--- src/rtl/core/imwc_pkg.sv ---
package imwc_pkg;

    localparam logic [1:0] ACT_DELETE  = 2'd0;
    localparam logic [1:0] ACT_REWRITE = 2'd1;
    localparam logic [1:0] ACT_INSERT  = 2'd2;

    localparam logic [1:0] MODE_EDIT     = 2'd0;
    localparam logic [1:0] MODE_COPY_CUT = 2'd1;

    localparam logic [1:0] CFG_WIN_START = 2'd0;
    localparam logic [1:0] CFG_WIN_END   = 2'd1;
    localparam logic [1:0] CFG_MODE      = 2'd2;
    localparam logic [1:0] CFG_DEL_SRC   = 2'd3;

    typedef struct packed {
        logic signed [63:0] in_low;
        logic signed [63:0] in_high;
        logic signed [63:0] in_time;
        logic        [47:0] in_row;
        logic               end_of_scan;
    } t_in;

    typedef struct packed {
        logic        [1:0]  action;
        logic        [47:0] out_row;
        logic signed [63:0] out_low;
        logic signed [63:0] out_high;
        logic signed [63:0] out_time;
        logic               last_of_run;
    } t_res;

    // Snapshot of a held range that is to be flushed.
    typedef struct packed {
        logic               valid;
        logic signed [63:0] lo;
        logic signed [63:0] hi;
        logic signed [63:0] tm;
        logic        [47:0] row;
        logic               expanded;
    } t_flush;

    // Work queued from front to back for one input transaction.
    typedef struct packed {
        logic        [47:0] row;
        logic               mdel;
        t_flush             f1;
        logic               dsrc;
        t_flush             f2;
    } t_cmd;

    typedef struct packed {
        logic v0;
        logic v1;
        t_res r0;
        t_res r1;
    } t_pair;

    function automatic t_res make_res(logic [1:0] act, logic [47:0] row,
                                      logic signed [63:0] lo, logic signed [63:0] hi,
                                      logic signed [63:0] tm);
        t_res r;
        r.action      = act;
        r.out_row     = row;
        r.out_low     = lo;
        r.out_high    = hi;
        r.out_time    = tm;
        r.last_of_run = 1'b0;
        return r;
    endfunction

    function automatic t_res make_del(logic [47:0] row);
        return make_res(ACT_DELETE, row, 64'sd0, 64'sd0, 64'sd0);
    endfunction

    // Cut a flushed range against [ws, we) and give up to two results.
    function automatic t_pair flush_gen(t_flush f, logic [1:0] mode,
                                        logic signed [63:0] ws, logic signed [63:0] we);
        t_pair p;
        logic  lo_lt_ws;
        logic  hi_lt_ws;
        logic  lo_lt_we;
        logic  hi_lt_we;
        logic  has_lo;
        logic  has_up;
        t_res  whole;
        t_res  lower;
        t_res  upper;
        t_res  first;
        lo_lt_ws = $signed(f.lo) < $signed(ws);
        hi_lt_ws = $signed(f.hi) < $signed(ws);
        lo_lt_we = $signed(f.lo) < $signed(we);
        hi_lt_we = $signed(f.hi) < $signed(we);
        has_lo   = lo_lt_ws && !hi_lt_ws;
        has_up   = lo_lt_we && !hi_lt_we;
        whole    = make_res(ACT_INSERT, 48'd0, f.lo, f.hi, f.tm);
        lower    = make_res(ACT_INSERT, 48'd0, f.lo, ws - 64'sd1, f.tm);
        upper    = make_res(ACT_INSERT, 48'd0, we, f.hi, f.tm);
        first    = has_lo ? lower : upper;
        p.v0 = 1'b0;
        p.v1 = 1'b0;
        p.r0 = whole;
        p.r1 = upper;
        if (mode[1]) begin
            p.v0 = 1'b1;
        end else if (!lo_lt_ws && hi_lt_we) begin
            // enclosed: drop the row in place, nothing to copy
            p.v0 = (mode == MODE_EDIT);
            p.r0 = make_del(f.row);
        end else if (has_lo || has_up) begin
            p.v0 = 1'b1;
            p.v1 = has_lo && has_up;
            p.r0 = first;
            if (mode == MODE_EDIT) begin
                p.r0.action  = ACT_REWRITE;
                p.r0.out_row = f.row;
            end
        end else if (mode == MODE_COPY_CUT) begin
            p.v0 = 1'b1;
        end else begin
            p.v0 = f.expanded;
            p.r0.action  = ACT_REWRITE;
            p.r0.out_row = f.row;
        end
        return p;
    endfunction

endpackage

--- src/rtl/core/imwc_front.sv ---
module imwc_front (
    input  logic             i_clk,
    input  logic             i_rst_n,
    input  logic             i_push,
    input  imwc_pkg::t_in    i_item,
    input  logic [1:0]       i_mode,
    input  logic             i_del_src,
    output imwc_pkg::t_cmd   o_cmd
);
    import imwc_pkg::*;

    logic               r_holding;
    logic signed [63:0] r_low;
    logic signed [63:0] r_high;
    logic signed [63:0] r_time;
    logic        [47:0] r_row;
    logic               r_expanded;

    logic               merge;
    logic               grow;
    t_flush             held;
    t_flush             n_held;

    always_comb begin
        merge = r_holding && !($signed(r_high) < $signed(i_item.in_low));
        grow  = $signed(r_high) < $signed(i_item.in_high);

        held.valid    = r_holding && !merge;
        held.lo       = r_low;
        held.hi       = r_high;
        held.tm       = r_time;
        held.row      = r_row;
        held.expanded = r_expanded;

        // range held once this transaction is taken in
        n_held = held;
        n_held.valid = i_item.end_of_scan;
        if (merge) begin
            if (grow) begin
                n_held.hi       = i_item.in_high;
                n_held.expanded = 1'b1;
            end
        end else begin
            n_held.lo       = i_item.in_low;
            n_held.hi       = i_item.in_high;
            n_held.tm       = i_item.in_time;
            n_held.row      = i_item.in_row;
            n_held.expanded = 1'b0;
        end

        o_cmd.row  = i_item.in_row;
        o_cmd.mdel = merge && (i_mode == MODE_EDIT);
        o_cmd.f1   = held;
        o_cmd.dsrc = i_del_src;
        o_cmd.f2   = n_held;
    end

    always_ff @(posedge i_clk) begin
        if (!i_rst_n) begin
            r_holding  <= 1'b0;
            r_expanded <= 1'b0;
        end else if (i_push) begin
            r_holding  <= !i_item.end_of_scan;
            r_expanded <= n_held.expanded && !i_item.end_of_scan;
        end
        if (i_push) begin
            r_low  <= n_held.lo;
            r_high <= n_held.hi;
            r_time <= n_held.tm;
            r_row  <= n_held.row;
        end
    end

endmodule

--- src/rtl/core/imwc_queue.sv ---
module imwc_queue #(
    parameter int DEPTH = 2
) (
    input  logic             i_clk,
    input  logic             i_rst_n,
    input  logic             i_push,
    input  imwc_pkg::t_cmd   i_data,
    input  logic             i_pop,
    output logic             o_full,
    output logic             o_valid,
    output imwc_pkg::t_cmd   o_data
);
    import imwc_pkg::*;

    localparam int AW = $clog2(DEPTH);
    localparam int CW = $clog2(DEPTH + 1);

    t_cmd            r_mem [DEPTH];
    logic [AW-1:0]   r_wr;
    logic [AW-1:0]   r_rd;
    logic [CW-1:0]   r_count;

    assign o_full  = (r_count == CW'(DEPTH));
    assign o_valid = (r_count != '0);
    assign o_data  = r_mem[r_rd];

    always_ff @(posedge i_clk) begin
        if (!i_rst_n) begin
            r_wr    <= '0;
            r_rd    <= '0;
            r_count <= '0;
        end else begin
            if (i_push) begin
                r_wr <= (r_wr == AW'(DEPTH - 1)) ? '0 : r_wr + 1'b1;
            end
            if (i_pop) begin
                r_rd <= (r_rd == AW'(DEPTH - 1)) ? '0 : r_rd + 1'b1;
            end
            if (i_push && !i_pop) begin
                r_count <= r_count + 1'b1;
            end else if (i_pop && !i_push) begin
                r_count <= r_count - 1'b1;
            end
        end
        if (i_push) begin
            r_mem[r_wr] <= i_data;
        end
    end

endmodule

--- src/rtl/core/imwc_back.sv ---
module imwc_back (
    input  logic               i_clk,
    input  logic               i_rst_n,
    input  logic               i_valid,
    input  imwc_pkg::t_cmd     i_cmd,
    output logic               o_pop,
    input  logic [1:0]         i_mode,
    input  logic signed [63:0] i_win_start,
    input  logic signed [63:0] i_win_end,
    input  logic               i_stall,
    output logic               o_valid,
    output imwc_pkg::t_res     o_data
);
    import imwc_pkg::*;

    localparam int NS = 5;

    logic [2:0] r_ptr;
    logic       r_out_valid;
    t_res       r_out;

    t_pair      p1;
    t_pair      p2;
    logic       slot_v [NS];
    t_res       slot_r [NS];
    logic [2:0] sel;
    logic       found;
    logic       more;
    logic       load_ok;
    logic       emit;
    t_res       pick;

    always_comb begin
        p1 = flush_gen(i_cmd.f1, i_mode, i_win_start, i_win_end);
        p2 = flush_gen(i_cmd.f2, i_mode, i_win_start, i_win_end);

        slot_v[0] = i_cmd.mdel || (i_cmd.f1.valid && p1.v0);
        slot_r[0] = i_cmd.mdel ? make_del(i_cmd.row) : p1.r0;
        slot_v[1] = i_cmd.f1.valid && p1.v1;
        slot_r[1] = p1.r1;
        slot_v[2] = i_cmd.dsrc;
        slot_r[2] = make_del(i_cmd.row);
        slot_v[3] = i_cmd.f2.valid && p2.v0;
        slot_r[3] = p2.r0;
        slot_v[4] = i_cmd.f2.valid && p2.v1;
        slot_r[4] = p2.r1;

        found = 1'b0;
        sel   = '0;
        for (int i = 0; i < NS; i++) begin
            if (!found && slot_v[i] && (3'(i) >= r_ptr)) begin
                found = 1'b1;
                sel   = 3'(i);
            end
        end
        more = 1'b0;
        for (int j = 0; j < NS; j++) begin
            if (slot_v[j] && (3'(j) > sel)) begin
                more = 1'b1;
            end
        end

        pick = slot_r[sel];
        pick.last_of_run = !more;

        load_ok = !r_out_valid || !i_stall;
        emit    = i_valid && found && load_ok;
        // a transaction with no results leaves at once
        o_pop   = i_valid && ((found && load_ok && !more) || !found);
    end

    assign o_valid = r_out_valid;
    assign o_data  = r_out;

    always_ff @(posedge i_clk) begin
        if (!i_rst_n) begin
            r_ptr       <= '0;
            r_out_valid <= 1'b0;
        end else begin
            if (o_pop) begin
                r_ptr <= '0;
            end else if (emit) begin
                r_ptr <= sel + 3'd1;
            end
            if (load_ok) begin
                r_out_valid <= emit;
            end
        end
        if (emit) begin
            r_out <= pick;
        end
    end

endmodule

--- src/rtl/core/interval_merge_window_cut.sv ---
// Sorted interval merge with window cut. Ranges arrive ordered by low bound
// and fold into one running merged range; a range merges only when its low
// bound is not above the held high bound. A range that does not merge, and
// an end_of_scan transaction, flush the held range, which is cut against the
// window [window_start, window_end) and turned into delete, rewrite or insert
// results as source_mode selects. Timing: the front takes one transaction per
// cycle while the command queue (QDEPTH entries) has room; the back emits one
// result per cycle while the output is not stalled. Each transaction causes
// 0 to 5 results and still passes through the back when it causes none.
// Sustained throughput is set by the back's single output register. Results
// leave through an output register and may be stalled without stopping the
// front until the queue fills. No memory is cleared after reset. Write
// configuration only while no transaction is in flight.
module interval_merge_window_cut #(
    parameter int QDEPTH = 2
) (
    input  logic            i_clk,
    input  logic            i_rst_n,
    // input transactions
    input  logic            i_in_valid,
    output logic            o_in_stall,
    input  imwc_pkg::t_in   i_in_data,
    // result transactions
    output logic            o_out_valid,
    input  logic            i_out_stall,
    output imwc_pkg::t_res  o_out_data,
    // configuration writes
    input  logic            i_cfg_we,
    input  logic [1:0]      i_cfg_idx,
    input  logic [63:0]     i_cfg_data
);
    import imwc_pkg::*;

    logic signed [63:0] r_win_start;
    logic signed [63:0] r_win_end;
    logic        [1:0]  r_mode;
    logic               r_del_src;

    logic  push;
    logic  pop;
    logic  q_full;
    logic  q_valid;
    t_cmd  cmd_in;
    t_cmd  cmd_out;

    // Configuration registers: plain writes, no read-back.
    always_ff @(posedge i_clk) begin
        if (!i_rst_n) begin
            r_win_start <= 64'sd0;
            r_win_end   <= 64'sd0;
            r_mode      <= MODE_EDIT;
            r_del_src   <= 1'b0;
        end else if (i_cfg_we) begin
            unique case (i_cfg_idx)
                CFG_WIN_START: r_win_start <= $signed(i_cfg_data);
                CFG_WIN_END:   r_win_end   <= $signed(i_cfg_data);
                CFG_MODE:      r_mode      <= i_cfg_data[1:0];
                CFG_DEL_SRC:   r_del_src   <= i_cfg_data[0];
                default:       r_del_src   <= r_del_src;
            endcase
        end
    end

    // Accept whenever the queue has a free slot.
    assign o_in_stall = q_full;
    assign push       = i_in_valid && !q_full;

    // Front: update the merged range and classify the transaction.
    imwc_front u_front (
        .i_clk     (i_clk),
        .i_rst_n   (i_rst_n),
        .i_push    (push),
        .i_item    (i_in_data),
        .i_mode    (r_mode),
        .i_del_src (r_del_src),
        .o_cmd     (cmd_in)
    );

    // Decouple front and back.
    imwc_queue #(
        .DEPTH (QDEPTH)
    ) u_queue (
        .i_clk   (i_clk),
        .i_rst_n (i_rst_n),
        .i_push  (push),
        .i_data  (cmd_in),
        .i_pop   (pop),
        .o_full  (q_full),
        .o_valid (q_valid),
        .o_data  (cmd_out)
    );

    // Back: cut flushed ranges and emit results one per cycle while the output is not stalled.
    imwc_back u_back (
        .i_clk       (i_clk),
        .i_rst_n     (i_rst_n),
        .i_valid     (q_valid),
        .i_cmd       (cmd_out),
        .o_pop       (pop),
        .i_mode      (r_mode),
        .i_win_start (r_win_start),
        .i_win_end   (r_win_end),
        .i_stall     (i_out_stall),
        .o_valid     (o_out_valid),
        .o_data      (o_out_data)
    );

endmodule

--- config.mk ---
export PLATFORM = sky130hd
export DESIGN_NAME = interval_merge_window_cut
export DESIGN_NICKNAME = d
export VERILOG_FILES = /design/src/rtl/core/imwc_pkg.sv /design/src/rtl/core/imwc_front.sv /design/src/rtl/core/imwc_queue.sv /design/src/rtl/core/imwc_back.sv /design/src/rtl/core/interval_merge_window_cut.sv
export SDC_FILE = /design/constraint.sdc
export NUM_CORES = 2
export LEC_CHECK = 0
export BUFFER_PORTS_ARGS = -buffer_cell sky130_fd_sc_hd__buf_2
export CAP_MARGIN = 0
export CORE_AREA = 3 3 460 462
export CTS_CLUSTER_DIAMETER = 30
export DETAILED_ROUTE_END_ITERATION = 8
export DIE_AREA = 0 0 463 465
export GPL_ROUTABILITY_DRIVEN = 0
export HOLD_SLACK_MARGIN = 0.02
export PLACE_DENSITY = 0.6
export SLEW_MARGIN = 10
export SYNTH_ARGS = -nofsm -noshare
export SYNTH_HDL_FRONTEND = slang
export SYNTH_SLANG_ARGS = --single-unit
--- constraint.sdc ---
create_clock -name i_clk -period 71.9 [get_ports i_clk]
set_input_delay 14.38 -clock i_clk [delete_from_list [all_inputs] [get_ports i_clk]]
set_output_delay 14.38 -clock i_clk [all_outputs]
set_load 0.01 [all_outputs]
==> flow_metrics.env <==
export IMPL_fillers=17900
export IMPL_fin_crit_sh=0.256
export IMPL_worst_setup_path_type="in -> reg"
export IMPL_die_h_um=465
export IMPL_yosysTopAreaCell="edfxtp_1"
export IMPL_cp_max_fo=119
export IMPL_period_needed_ps=18380
export IMPL_worstSkewPairLatency_ps=960
export IMPL_synthCells=6250
export IMPL_synth_cell_type_count=93
export IMPL_portBuffers=556
export IMPL_synth_common_cells="1551 x edfxtp_1, 636 x ha_1, 499 x nand2_1, 450 x mux2_2, 388 x a21oi_1"
export IMPL_hold_viol=0
export IMPL_layout_drive_gt1_share=0.240
export IMPL_antenna_found_initial=92
export IMPL_clk_pin_slew_ps=50
export IMPL_via_count=58700
export IMPL_skew_ps=92.9
export IMPL_viasPerCell=5.79
export IMPL_use_met2=0.389
export IMPL_die_x_um=463
export IMPL_yosysTopAreaCellShare=0.562
export IMPL_reg2regPathDepth=19
export IMPL_utilization=0.492
export IMPL_grt_remaining_overflow=0
export IMPL_grtUsageMet1=0.317
export IMPL_hold_ws_ps=420
export IMPL_htreeDepth=5
export IMPL_multi_input_area_mm2=0.0313
export IMPL_cts_sinks=1693
export IMPL_worstPathArrival_ps=19000
export IMPL_track_usage=0.254
export IMPL_required_ps=72530
export IMPL_drt_pass1_iter_count=9
export IMPL_die_area_mm2=0.215
export IMPL_ys_warn_count=0
export IMPL_antenna_left=0
export IMPL_peakVddDrop_uv=38.2
export IMPL_holdCritPathClass="reg -> reg"
export IMPL_worst_pin_slew_ps=1320
export IMPL_clkPwrFrac=0.375
export IMPL_syn_avg_cell_area_um2=13.3
export IMPL_grt_pass1_wl_um=402000
export IMPL_combinationalPowerShare=0.315
export IMPL_holdPathEnd="u_queue.r_mem[0][252]"
export IMPL_place_hpwl_um=193000
export IMPL_grt_pass1_vias=57800
export IMPL_fin_tns_setup_ps=0
export IMPL_maxCapViolCount=0
export IMPL_drv_slew=0
export IMPL_worstHoldStart="u_front.r_row[8]"
export IMPL_synth_most_common_cell="edfxtp_1"
export IMPL_seqCellArea_mm2=0.0494
export IMPL_cp_start_kind="primary input"
export IMPL_route_final_wire_length_um=283000
export IMPL_syn_cell_area_mm2=0.0829
export IMPL_num_rows=167
export IMPL_swShare=0.349
export IMPL_cts_hold_buf=0
export IMPL_ys_seq_elements=1693
export IMPL_met3_usage=0.0789
export IMPL_area_growth_pct=23.1
export IMPL_cts_buffer_depth=4
export IMPL_ys_flop_type="edfxtp_1"
export IMPL_yosys_top_cells_area="edfxtp_1 56%, ha_1 9.6%, mux2_2 6.1%"
export IMPL_drc=0
export IMPL_power_leakage_nw=38.3
export IMPL_cts_root_buf="clkbuf_16"
export IMPL_switching_power_mw=1.64
export IMPL_cts_resized_gates=0
export IMPL_ys_seq_area_frac=0.596
export IMPL_nNetsFinal=7948
export IMPL_syn_num_nets=7198
export IMPL_r2r_end="u_back.o_data[186]"
export IMPL_grt_max_degree=151
export IMPL_numCtsBuffers=385
export IMPL_initial_utilization=0.400
export IMPL_drt_initial_drc_count=6404
export IMPL_min_delay_path_depth=0
export IMPL_slew_headroom=0.111
export IMPL_coreArea_mm2=0.207
export IMPL_outcome="complete, no violations"
export IMPL_regToRegSetupSlack_ps=61290
export IMPL_end_kind="flip-flop"
export IMPL_cellPowerDensity_mw_per_mm2=46.0
export IMPL_tritoncts="built"
export IMPL_synth_edf_count=1551
export IMPL_post_cts_repair_setup_buffers=0
export IMPL_setup_violations=0
export IMPL_wl_per_cell_um=27.9
export IMPL_rsz0062_at_grt="false"
export IMPL_p_seq_frac=0.310
export IMPL_async_flop_share=0
export IMPL_maxClockFrequency_mhz=54.4
export IMPL_busiest_layer="met2"
export IMPL_p_int_mw=3.06
export IMPL_io_pins=557
## stage by stage
| step | std cells | power, mW | setup WS, ps | area [um2] |
|---|---|---|---|---|
| after floorplan | 6250 | 2.39 | 26950 | 82900 |
| after global placement | 9401 | 2.88 | 52340 | 88900 |
| after detailed placement | 9401 | 2.91 | 52260 | 88900 |
| after CTS | 10100 | 4.69 | 53220 | 102000 |
| after global routing | 10100 | 4.87 | 53390 | 102000 |
| final | 10100 | 4.70 | 53520 | 102000 |
## power by group through the flow
stage               Sequential, mW  Combinational [mW]  Clock (mW)
finish                        1.46                1.48        1.76
detailed placement            1.47                1.44           0
CTS                           1.46                1.45        1.79
floorplan                     1.58               0.813           0
global route                  1.48                1.56        1.84
global placement              1.47                1.42           0
## registers in the layout, indices dropped and copies added (netlist names), 3 cells and up, named ones only
register,flops
r_win_end,64
u_queue.r_mem,1068
u_front.r_high,64
u_back.o_data,243
u_back.r_ptr,3
r_win_start,64
u_front.r_row,48
u_front.r_time,64
u_front.r_low,64
## layout make-up
class / count / share of cell area
Inverter: 333 / 0.0123
Antenna cell: 40 / 0.000981
Tap cell: 2788 / 0.0342
Clock buffer: 445 / 0.0987
Sequential cell: 1693 / 0.484
Multi-Input combinational cell: 3955 / 0.307
Clock inverter: 252 / 0.0298
Timing Repair Buffer: 632 / 0.0335
## worst max-delay path by stage
stage	from	endpoint	slack [ps]	cells past startpoint
floorplan	i_in_valid	u_queue.r_mem[0][0]	26950	3
global placement	i_in_data[207]	u_front.r_row[13]	52340	13
detailed placement	i_in_data[207]	u_front.r_row[9]	52260	13
CTS	i_in_data[207]	u_queue.r_mem[0][14]	53220	13
global route	i_in_data[207]	u_queue.r_mem[1][58]	53390	13
finish	i_in_data[207]	u_queue.r_mem[0][14]	53520	13
## cells by family (layout without fill, tap and decap cells)
family | after synthesis | in the layout | share of synthesized area
buf+inv | 602 | 1662 | 0.0284
other cells | 0 | 40 | 0
simple gates | 1175 | 1175 | 0.0684
fa+ha+maj | 636 | 636 | 0.0959
xor+xnor | 66 | 66 | 0.00706
mux | 768 | 768 | 0.0995
compound gates | 1310 | 1310 | 0.105
flops | 1693 | 1693 | 0.596
## cell usage in the layout, fill, tap and decap left out, types with 42 or more instances in the layout
cell type  count
o221ai_1      67
nor3_1        42
o21ai_0      168
nor2b_1       64
clkinv_2      55
clkbuf_1      42
nor2_1       171
buf_2        556
inv_1        329
clkinv_1      45
mux2i_1      318
o2bb2ai_1     48
a22oi_1       70
nand2_1      494
a21o_1       131
xnor2_1       62
edfxtp_1    1551
ha_1         636
nand4_1      125
buf_4         71
clkbuf_16    388
bufinv_16     60
dfxtp_1      140
a21oi_1      386
and3_1        57
mux2_2       450
a211oi_1      77
o22ai_1      137
nand3_1       67
## worst max-delay path, cell delays in order
cell	delay (ps)
buf_2	100
inv_1	50
ha_1	290
nand4_1	190
or3_1	530
a211oi_1	510
nand3_1	160
o21ai_1	670
a21oi_1	160
xor2_1	250
nand2_4	380
buf_12	600
mux2_2	440
## layer usage
layer  up-vias  share of wire
met5         -         0.0014
met4        60          0.065
met3       837           0.10
met2      2993           0.44
met1     28900           0.39
li1      25900              -
Power figures use the tool's default switching activity.
